`src/rtl/core/bafit_pkg.sv`:
```
// Package for the best-fit buddy allocator: sizes, table entry, payload
// structs, controller states and command/status bundles. No dependencies.
package bafit_pkg;

    localparam int TOP_BLOCK_BYTES = 131072;
    localparam int NUM_TOP_BLOCKS  = 32;
    localparam int HEADER_BYTES    = 40;
    localparam int MIN_BLOCK_BYTES = 64;
    localparam int MAX_REQUEST     = 100000000;

    localparam int SLOTS_PER_TOP = TOP_BLOCK_BYTES / MIN_BLOCK_BYTES;
    localparam int POOL_SLOTS    = NUM_TOP_BLOCKS * SLOTS_PER_TOP;
    localparam int SLOT_W        = $clog2(POOL_SLOTS);
    localparam int MIN_SHIFT     = $clog2(MIN_BLOCK_BYTES);
    localparam int TOP_ORDER     = $clog2(SLOTS_PER_TOP);
    localparam int ORD_W         = 4;
    localparam int BYTES_W       = $clog2(TOP_BLOCK_BYTES) + 1;
    localparam int ENTRY_W       = ORD_W + 2;

    typedef logic [SLOT_W-1:0]  t_slot;
    typedef logic [ORD_W-1:0]   t_ord;
    typedef logic [BYTES_W-1:0] t_bytes;

    typedef struct packed {
        logic head;
        logic free;
        t_ord ord;
    } t_entry;

    typedef enum logic [2:0] {
        RS_OK        = 3'd0,
        RS_BAD_SIZE  = 3'd1,
        RS_NO_FIT    = 3'd2,
        RS_TOO_LARGE = 3'd3,
        RS_FREE_IGN  = 3'd4
    } t_status;

    localparam logic OP_ALLOC = 1'b0;
    localparam logic OP_FREE  = 1'b1;

    typedef struct packed {
        logic        op;
        logic [26:0] request_size;
        logic [21:0] address;
    } t_in;

    typedef struct packed {
        logic [2:0]  status;
        logic [21:0] granted_address;
        logic [16:0] free_block_count;
        logic [21:0] free_byte_count;
        logic [16:0] total_block_count;
        logic [21:0] header_byte_count;
    } t_out;

    typedef enum logic [3:0] {
        S_CLEAR, S_IDLE, S_DECODE, S_SRCH_ADDR, S_SRCH_EVAL, S_SRCH_END, S_SPLIT,
        S_ALLOC_FIN, S_FREE_ADDR, S_FREE_CHK, S_MERGE_ADDR, S_MERGE_CHK,
        S_FREE_FIN, S_DONE
    } t_state;

    typedef struct packed {
        logic    clr_step;
        logic    load;
        logic    rd_slot;
        logic    rd_buddy;
        logic    srch_eval;
        logic    split_step;
        logic    alloc_fin;
        logic    free_take;
        logic    merge_step;
        logic    free_fin;
        logic    st_load;
        t_status st_code;
        logic    out_load;
    } t_cmd;

    typedef struct packed {
        logic clr_last;
        logic op_free;
        logic bad_size;
        logic too_large;
        logic free_bad;
        logic srch_last;
        logic found;
        logic split_more;
        logic entry_bad;
        logic ord_top;
        logic merge_ok;
        logic out_busy;
    } t_sts;

    function automatic t_bytes block_bytes(input t_ord ord);
        block_bytes = t_bytes'(MIN_BLOCK_BYTES) << ord;
    endfunction

endpackage

```
`src/rtl/core/bafit_ctrl.sv`:
```
// Controller state machine of the buddy allocator.
// Depends on bafit_pkg.
module bafit_ctrl (
    input  logic           i_clk,
    input  logic           i_rst_n,
    input  logic           i_valid,
    input  bafit_pkg::t_sts i_sts,
    output bafit_pkg::t_cmd o_cmd,
    output logic           o_idle
);
    import bafit_pkg::*;

    t_state r_state, n_state;

    always_ff @(posedge i_clk) begin
        if (!i_rst_n) begin
            r_state <= S_CLEAR;
        end else begin
            r_state <= n_state;
        end
    end

    always_comb begin
        n_state = r_state;
        case (r_state)
            S_CLEAR:      if (i_sts.clr_last) n_state = S_IDLE;
            S_IDLE:       if (i_valid) n_state = S_DECODE;
            S_DECODE: begin
                if (i_sts.op_free) begin
                    n_state = i_sts.free_bad ? S_DONE : S_FREE_ADDR;
                end else if (i_sts.bad_size || i_sts.too_large) begin
                    n_state = S_DONE;
                end else begin
                    n_state = S_SRCH_ADDR;
                end
            end
            S_SRCH_ADDR:  n_state = S_SRCH_EVAL;
            S_SRCH_EVAL:  n_state = i_sts.srch_last ? S_SRCH_END : S_SRCH_ADDR;
            S_SRCH_END:   n_state = i_sts.found ? S_SPLIT : S_DONE;
            S_SPLIT:      if (!i_sts.split_more) n_state = S_ALLOC_FIN;
            S_ALLOC_FIN:  n_state = S_DONE;
            S_FREE_ADDR:  n_state = S_FREE_CHK;
            S_FREE_CHK:   n_state = i_sts.entry_bad ? S_DONE : S_MERGE_ADDR;
            S_MERGE_ADDR: n_state = i_sts.ord_top ? S_FREE_FIN : S_MERGE_CHK;
            S_MERGE_CHK:  n_state = i_sts.merge_ok ? S_MERGE_ADDR : S_FREE_FIN;
            S_FREE_FIN:   n_state = S_DONE;
            S_DONE:       if (!i_sts.out_busy) n_state = S_IDLE;
            default:      n_state = S_CLEAR;
        endcase
    end

    always_comb begin
        o_cmd = '0;
        o_cmd.st_code = RS_OK;
        o_idle = 1'b0;
        case (r_state)
            S_CLEAR: o_cmd.clr_step = 1'b1;
            S_IDLE: begin
                o_idle = 1'b1;
                o_cmd.load = i_valid;
            end
            S_DECODE: begin
                o_cmd.st_load = 1'b1;
                if (i_sts.op_free) begin
                    o_cmd.st_code = RS_FREE_IGN;
                end else if (i_sts.bad_size) begin
                    o_cmd.st_code = RS_BAD_SIZE;
                end else if (i_sts.too_large) begin
                    o_cmd.st_code = RS_TOO_LARGE;
                end else begin
                    o_cmd.st_code = RS_NO_FIT;
                end
            end
            S_SRCH_EVAL:  o_cmd.srch_eval = 1'b1;
            S_SPLIT:      o_cmd.split_step = i_sts.split_more;
            S_ALLOC_FIN: begin
                o_cmd.alloc_fin = 1'b1;
                o_cmd.st_load   = 1'b1;
                o_cmd.st_code   = RS_OK;
            end
            S_FREE_ADDR:  o_cmd.rd_slot = 1'b1;
            S_FREE_CHK:   o_cmd.free_take = !i_sts.entry_bad;
            S_MERGE_ADDR: o_cmd.rd_buddy = 1'b1;
            S_MERGE_CHK:  o_cmd.merge_step = i_sts.merge_ok;
            S_FREE_FIN: begin
                o_cmd.free_fin = 1'b1;
                o_cmd.st_load  = 1'b1;
                o_cmd.st_code  = RS_OK;
            end
            S_DONE:       o_cmd.out_load = !i_sts.out_busy;
            default:      o_cmd = '0;
        endcase
    end
endmodule

```
`config.mk`:
```
export PLATFORM = sky130hd
export DESIGN_NAME = bafit_ctrl
export DESIGN_NICKNAME = d
export VERILOG_FILES = /design/src/rtl/core/bafit_pkg.sv /design/src/rtl/core/bafit_ctrl.sv
export SDC_FILE = /design/constraint.sdc
export NUM_CORES = 1
export LEC_CHECK = 0
export ABC_CLOCK_PERIOD_IN_PS = 1500
export BUFFER_PORTS_ARGS = -buffer_cell sky130_fd_sc_hd__buf_2
export CORE_MARGIN = 2
export CORE_UTILIZATION = 40
export CTS_CLUSTER_SIZE = 24
export DETAILED_ROUTE_END_ITERATION = 10
export GPL_ROUTABILITY_DRIVEN = 1
export PLACE_DENSITY_LB_ADDON = 0.25
export SETUP_SLACK_MARGIN = 0.2
export SYNTH_ARGS = -nofsm -noshare
export SYNTH_HDL_FRONTEND = slang
export SYNTH_SLANG_ARGS = --single-unit
```
`constraint.sdc`:
```
create_clock -name i_clk -period 1.5 [get_ports i_clk]
set_input_delay 0.075 -clock i_clk [delete_from_list [all_inputs] [get_ports i_clk]]
set_output_delay 0.075 -clock i_clk [all_outputs]
set_load 0.1 [all_outputs]
```
==> results.yml, run 1 <==
synth:
  syn_inst: 97
  yosys.area.top_type: "dfxtp_1"
  synth_top_cell_area_share_pct: 12.62
  syn_nets: 112
  synth_most_common_cell: "nor2_1"
  synth.avg_cell_area_um2: 6.540
  syn-cell-area_um2: 634.4
  synth_flop_cell: "dfxtp_1"
  ys_seq_area_share_pct: 12.62
  synthTopCellsByCount: "nor2_1, nand2_1, nor3_1, buf_2, nand2b_1"
  synth_edf_count: 0
  synth-async-reset-ratio_pct: 0
  yosys_warnings: 0
  synth_cell_types: 38
  synth_area_leaders: "dfxtp_1, nand2b_1, nor3_1"
  synth-seq-cells: 4
place:
  place_hpwl_um: 2367
  routabilityCongestion: 0.9800
  portBuffers: 30
  post-place-ws_ns: -0.1770
clocking:
  cts_setup_buffers: 9
  postCtsHoldBufs: 0
  numCtsBuffers: 3
  cts_buffer_depth: 2
  ctsResizeCount: 23
  cts_sinks: 4
  root_buffer: "clkbuf_4"
  htree_levels: 1
outcome:
  status: "aborted with a tool error"
  stop_stage: "4_1_cts"
  error: "[ERROR DPL-0038] Utilization greater than 100%, impossible to legalize"
floorplanning:
  ioPinCount: 31
  start_util_pct: 42.61
  dieHeight_um: 43.83
  fp-row-count: 14
  die_width_um: 43.83
stage by stage:
step / setup TNS, ns / cell area, um^2 / cells
2_1_floorplan: -3.358 / 872.1 / 97
3_3_place_gp: -0.1602 / 1360 / 156
3_5_place_dp: -0.4767 / 1360 / 156
logic make-up after synthesis:
family / share of synthesized area [%]
AND/OR/NAND/NOR: 48.33
buffers and inverters: 9.663
flip-flops: 12.62
multiplexers: 3.156
AO/OA/AOI/OAI: 26.23
==> run 2: changes to the inputs <==
==> config.mk (replaced) <==
export PLATFORM = sky130hd
export DESIGN_NAME = bafit_ctrl
export DESIGN_NICKNAME = d
export VERILOG_FILES = /design/src/rtl/core/bafit_pkg.sv /design/src/rtl/core/bafit_ctrl.sv
export SDC_FILE = /design/constraint.sdc
export NUM_CORES = 1
export LEC_CHECK = 0
export ABC_CLOCK_PERIOD_IN_PS = 2000
export BUFFER_PORTS_ARGS = -buffer_cell sky130_fd_sc_hd__buf_2
export CORE_AREA = 2 2 63 65
export DETAILED_ROUTE_END_ITERATION = 10
export DIE_AREA = 0 0 65 67
export GPL_ROUTABILITY_DRIVEN = 1
export PLACE_DENSITY_LB_ADDON = 0.15
export SYNTH_ARGS = -nofsm -noshare
export SYNTH_HDL_FRONTEND = slang
export SYNTH_SLANG_ARGS = --single-unit
==> constraint.sdc (replaced) <==
create_clock -name i_clk -period 2 [get_ports i_clk]
set_input_delay 0.1 -clock i_clk [delete_from_list [all_inputs] [get_ports i_clk]]
set_output_delay 0.1 -clock i_clk [all_outputs]
set_load 0.1 [all_outputs]
==> results.yml, run 2 <==
worst_setup_path:
  r2r_end: "r_state[2]"
  path_max_fanout: 16
  regToRegSetupSlack_ns: 0.33
  reg2reg_from: "r_state[1]"
  cp-startpoint: "r_state[0]"
  endpoint_kind: "primary output"
  crit_end: "o_cmd[1]"
  reg2reg_depth: 4
  crit_arrival_ns: 1.78
  path_class: "reg2out"
  crit_required_ns: 1.90
  start_kind: "flop"
timing:
  tightest_slew_ns: 0.4896
  relSlewSlack_pct: 67.59
  timing.final.ws_setup_ns: 0.1228
  finalHoldViolations: 0
  finClkSkew_ns: 0.003376
  min_period_over_period_pct: 93.86
  setup_violations: 0
  rsz0062_at_grt: "false"
  fmax_ghz: 0.5327
  maxSlewViolCount: 0
  tns_ns: 0
  post-route-min-period_ns: 1.877
detailed_routing:
  first_iter_violations: 30
  routed-via-count: 831
  routed_wl_um: 2269
  wl_per_cell_um: 12.68
  drtPass1Iterations: 4
  vias_per_cell: 4.642
  antenna_left: 0
  drc_errors: 0
finish:
  fillers: 396
  layout_commonest_cell: "buf_2"
  finish.utilization_pct: 31.47
  nets: 147
  multi_input_area_um2: 590.6
  regArea_um2: 86.33
  antennaDiodeCount: 0
  drive_above_1_share_pct: 46.56
  regMostFlops: "r_state"
  final_cell_mix: "buf_2, nand2_1, buf_12, buf_4"
  area_growth_syn_to_layout_pct: 78.90
  top_regs: "r_state (4)"
  largest_reg_flops: 4
clocking:
  clkLatencyLatePin_ns: 0.22
  cts_tree: "built"
  root_buffer: "clkbuf_8"
  numCtsBuffers: 3
  htree_levels: 1
  clkTransAtPathRegs_ns: 0.03
  cts_sinks: 4
  postCtsHoldBufs: 0
  cts_buffer_depth: 2
global_routing:
  grt_util_all_layers_pct: 11.33
  antenna_found_initial: 0
  grt_pass1_wl_um: 3753
  grt_pass1_vias: 825
  grt_max_degree: 20
  grt_overflow: 0
power:
  p_leak_nw: 0.4943
  switching_share_pct: 59.62
  pwr_density_cell_mw_per_mm2: 1605
  switchingPower_w: 0.001086
  p_comb_share_pct: 77.3
  seqPwrFrac_pct: 12.6
  power_w: 0.001822
  p_clk_share_pct: 10.1
  peakVddDrop_mv: 0.5678
  p_int_w: 0.0007355
synth:
  syn-cell-area_um2: 634.4
  synth_most_common_cell: "nor2_1"
  yosys.area.top_type: "dfxtp_1"
  syn_inst: 97
  yosys_warnings: 0
  synthTopCellsByCount: "nor2_1, nand2_1, nor3_1, buf_2, nand2b_1"
  synth_flop_cell: "dfxtp_1"
  synth_top_cell_area_share_pct: 12.62
  synth_cell_types: 38
  synth_area_leaders: "dfxtp_1, nand2b_1, nor3_1"
  synth-seq-cells: 4
  synth.avg_cell_area_um2: 6.540
  synth_edf_count: 0
  syn_nets: 112
  ys_seq_area_share_pct: 12.62
  synth-async-reset-ratio_pct: 0
place:
  place_hpwl_um: 1867
  post-place-ws_ns: 0.2801
  portBuffers: 30
  routabilityCongestion: 0.8775
floorplanning:
  fp-row-count: 22
  core-area_mm2: 0.003606
  dieHeight_um: 67
  start_util_pct: 17.59
  die_width_um: 65
  die_area_mm2: 0.004355
  ioPinCount: 31
hold_path:
  hold_class: "in2reg"
flow_run:
  maxCapViolations: 0
outcome:
  status: "finished, final reports clean"
[run 2: logic make-up after synthesis]
| kind of cell | share of synthesized area (%) |
|---|---|
| simple gates | 48.33 |
| compound gates | 26.23 |
| buf+inv | 9.663 |
| flops | 12.62 |
| mux | 3.156 |
[run 2: critical path, cell delays in order, from the launching register on]
cell and delay [ns]:
dfxtp_4 0.41, or4b_4 0.57, buf_4 0.18, nor3_4 0.19
buf_12 0.20
[run 2: through the flow]
step           instance area, um^2  hold slack [ns]  std cells
2_1_floorplan                763.2           0.2024         97
6_report                      1135           0.1258        179
5_1_grt                       1135           0.1424        179
3_5_place_dp                  1086           0.3611        175
3_3_place_gp                  1086           0.3613        175
4_1_cts                       1131           0.1325        179
[run 2: cell type report]
type                            instances  share of cell area (%)
Clock buffer                            4                   3.969
Inverter                                6                   1.985
Multi-Input combinational cell         79                   52.04
Sequential cell                         4                   7.607
Tap cell                               48                   5.292
Timing Repair Buffer                   38                   29.11
[run 2: timing repair]
| item | in CTS | in global routing |
|---|---|---|
| resized for setup | 0 | 1 |
| setup buffers | 0 | 0 |
| setup endpoints to repair | 0 | 1 |
[run 2: power groups by stage]
| stage | logic [W] | registers, W | clock network, W |
|---|---|---|---|
| floorplan | 0.00118 | 0.000170 | 0 |
| finish | 0.00141 | 0.000229 | 0.000184 |
| CTS | 0.00142 | 0.000227 | 0.000187 |
| detailed placement | 0.00141 | 0.000228 | 0 |
| global placement | 0.00141 | 0.000224 | 0 |
| global route | 0.00149 | 0.000237 | 0.000197 |
[run 2: routing by layer]
metal,up-vias,part of all wire (%),global-route usage (%),wire length [um]
met4,0,1.3,4.787,29
met1,376,47,14.53,1075
met3,3,6.9,2.365,156
met2,28,44,18.30,1007
li1,424,-,-,-
met5,-,0,0,0
[run 2: worst min-delay path by stage]
stage | to | slack [ns] | cells after the start | start
floorplan | r_state[0] | 0.20 | 2 | i_rst_n
global placement | r_state[0] | 0.36 | 3 | i_rst_n
detailed placement | r_state[0] | 0.36 | 3 | i_rst_n
CTS | r_state[0] | 0.13 | 3 | i_rst_n
global route | r_state[0] | 0.14 | 3 | i_rst_n
finish | r_state[0] | 0.13 | 3 | i_rst_n
Power figures use the tool's default switching activity.
==> run 3: changes to the inputs <==
--- a/config.mk
+++ b/config.mk
@@ -5,7 +5,7 @@
 export SDC_FILE = /design/constraint.sdc
 export NUM_CORES = 1
 export LEC_CHECK = 0
-export ABC_CLOCK_PERIOD_IN_PS = 2000
+export ABC_CLOCK_PERIOD_IN_PS = 1800
 export BUFFER_PORTS_ARGS = -buffer_cell sky130_fd_sc_hd__buf_2
 export CORE_AREA = 2 2 63 65
 export DETAILED_ROUTE_END_ITERATION = 10
@@ -15,3 +15,4 @@
 export SYNTH_ARGS = -nofsm -noshare
 export SYNTH_HDL_FRONTEND = slang
 export SYNTH_SLANG_ARGS = --single-unit
+export TNS_END_PERCENT = 20
==> constraint.sdc (replaced) <==
create_clock -name i_clk -period 1.8 [get_ports i_clk]
set_input_delay 0.09 -clock i_clk [delete_from_list [all_inputs] [get_ports i_clk]]
set_output_delay 0.09 -clock i_clk [all_outputs]
set_load 0.1 [all_outputs]
==> results.yml, run 3 (same netlist as run 2, synthesis figures left out) <==
outcome:
  status: "finished, final reports clean"
worst_setup_path:
  slowest_delay_ns: 0.54
  crit_chain: "or4b_4 > buf_4 > nor3_4 > buf_12"
  cp_slowest_cell: "or4b_4"
  crit_arrival_ns: 1.65
  path_class: "reg2out"
  path_max_fanout: 6
  start_kind: "flop"
  endpoint_kind: "primary output"
  cp_num_buf_inv: 2
  crit_required_ns: 1.71
  critPathTopFamily: "simple AND/OR/NAND/NOR gates"
place:
  portBuffers: 30
  routabilityCongestion: 0.7909
  post_dp_cell_area_mm2: 0.001215
  placed_cells: 180
  place_hpwl_um: 1969
power:
  peakVddDrop_mv: 0.6230
  pwr_density_cell_mw_per_mm2: 1708
  switchingPower_w: 0.001244
  p_int_w: 0.0009209
  seqPwrFrac_pct: 9.7
  p_comb_share_pct: 81.1
  p_leak_nw: 0.5417
  power_w: 0.002165
  p_clk_share_pct: 9.2
  switching_share_pct: 57.46
finish:
  fillers: 383
  top_regs: "r_state (4)"
  layout_commonest_cell: "buf_2"
  fin_area_mm2: 0.001267
  multi_input_area_um2: 609.3
  finish.utilization_pct: 35.15
  final_cell_mix: "buf_2, buf_12, buf_4"
  drive_above_1_share_pct: 49.26
  fin_cells: 184
  nets: 152
  regMostFlops: "r_state"
  regArea_um2: 90.09
  area_growth_syn_to_layout_pct: 99.80
  largest_reg_flops: 4
  antennaDiodeCount: 0
global_routing:
  antenna_found_initial: 0
  grt_overflow: 0
  grt_pass1_wl_um: 3884
  grt_util_all_layers_pct: 11.59
  grt_pass1_vias: 815
  grt_max_degree: 18
floorplanning:
  dieHeight_um: 67
  die_area_mm2: 0.004355
  core-area_mm2: 0.003606
  start_util_pct: 17.59
  die_width_um: 65
  fp-row-count: 22
  ioPinCount: 31
detailed_routing:
  first_iter_violations: 23
  top_layer_used: "met3"
  drc_errors: 0
  vias_per_cell: 4.609
  antenna_left: 0
  wl_per_cell_um: 12.95
  drt-met1-wl_um: 1141
  routed_wl_um: 2382
  wl_met2_um: 1108
  routed-via-count: 848
  drtPass1Iterations: 4
  met3_length_um: 132
timing:
  maxSlewViolCount: 0
  tightest_slew_ns: 0.4845
  relSlewSlack_pct: 67.93
  tns_ns: 0
  post-route-min-period_ns: 1.736
  min_period_over_period_pct: 96.43
  finalHoldViolations: 0
  finClkSkew_ns: 0.002933
  fmax_ghz: 0.5761
  rsz0062_at_grt: "false"
  setup_violations: 0
clocking:
  htree_levels: 1
  cts_sinks: 4
  cts_buffer_depth: 2
  clkLatencyLatePin_ns: 0.22
  root_buffer: "clkbuf_8"
  clkTransAtPathRegs_ns: 0.03
  numCtsBuffers: 3
  cts_tree: "built"
  cts_setup_buffers: 0
hold_path:
  hold_class: "in2reg"
flow_run:
  maxCapViolations: 0
[run 3: layout make-up]
type,count,area share (%)
multi-input cells,79,48.07
repair buffers,43,34.75
flip-flops and latches,4,7.108
well taps,48,4.738
clock buffers,4,3.554
inverters,6,1.777
[run 3: path summary, 6_finish.rpt]
check	startpoint	end	slack [ns]	cells after the start
hold / removal	i_rst_n	r_state[1]	0.14	2
hold reg to reg	r_state[2]	r_state[2]	0.67	2
setup / recovery	r_state[0]	o_cmd[2]	0.06	4
setup reg to reg	r_state[2]	r_state[2]	0.20	5
[run 3: metal layers]
| layer | GRT usage, % | vias up |
|---|---|---|
| met5 | 0 | - |
| met4 | 2.394 | 0 |
| met3 | 3.041 | 0 |
| met2 | 18.81 | 26 |
| met1 | 15.38 | 391 |
| li1 | - | 431 |
[run 3: power groups by stage]
| stage | clock network [W] | logic, W | registers, W |
|---|---|---|---|
| 3_5_place_dp | 0 | 0.00176 | 0.000205 |
| 6_report | 0.000200 | 0.00176 | 0.000209 |
| 4_1_cts | 0.000206 | 0.00177 | 0.000207 |
| 5_1_grt | 0.000215 | 0.00185 | 0.000223 |
| 3_3_place_gp | 0 | 0.00176 | 0.000203 |
| 2_1_floorplan | 0 | 0.00132 | 0.000189 |
[run 3: timing repair]
item,4_1_cts,5_1_grt
gates cloned,0,0
pin swaps,0,1
hold buffers,0,0
setup endpoints to repair,2,2
endpoints found under the hold margin,0,0
gates resized for setup,1,2
[run 3: stage by stage]
step                      hold WS (ns)  setup slack, ns
after global placement          0.3737           0.1670
after floorplan                 0.1924          -0.2773
after CTS                       0.1358        0.0006046
after global routing            0.1366          0.01922
final                           0.1396          0.06420
after detailed placement        0.3625           0.1781
[run 3: worst reg2reg max path, cell delays in order (launching register included)]
cell,delay (ns)
dfxtp_2,0.35
buf_4,0.23
nor3b_1,0.09
or4_1,0.40
a222oi_1,0.30
o32ai_1,0.11
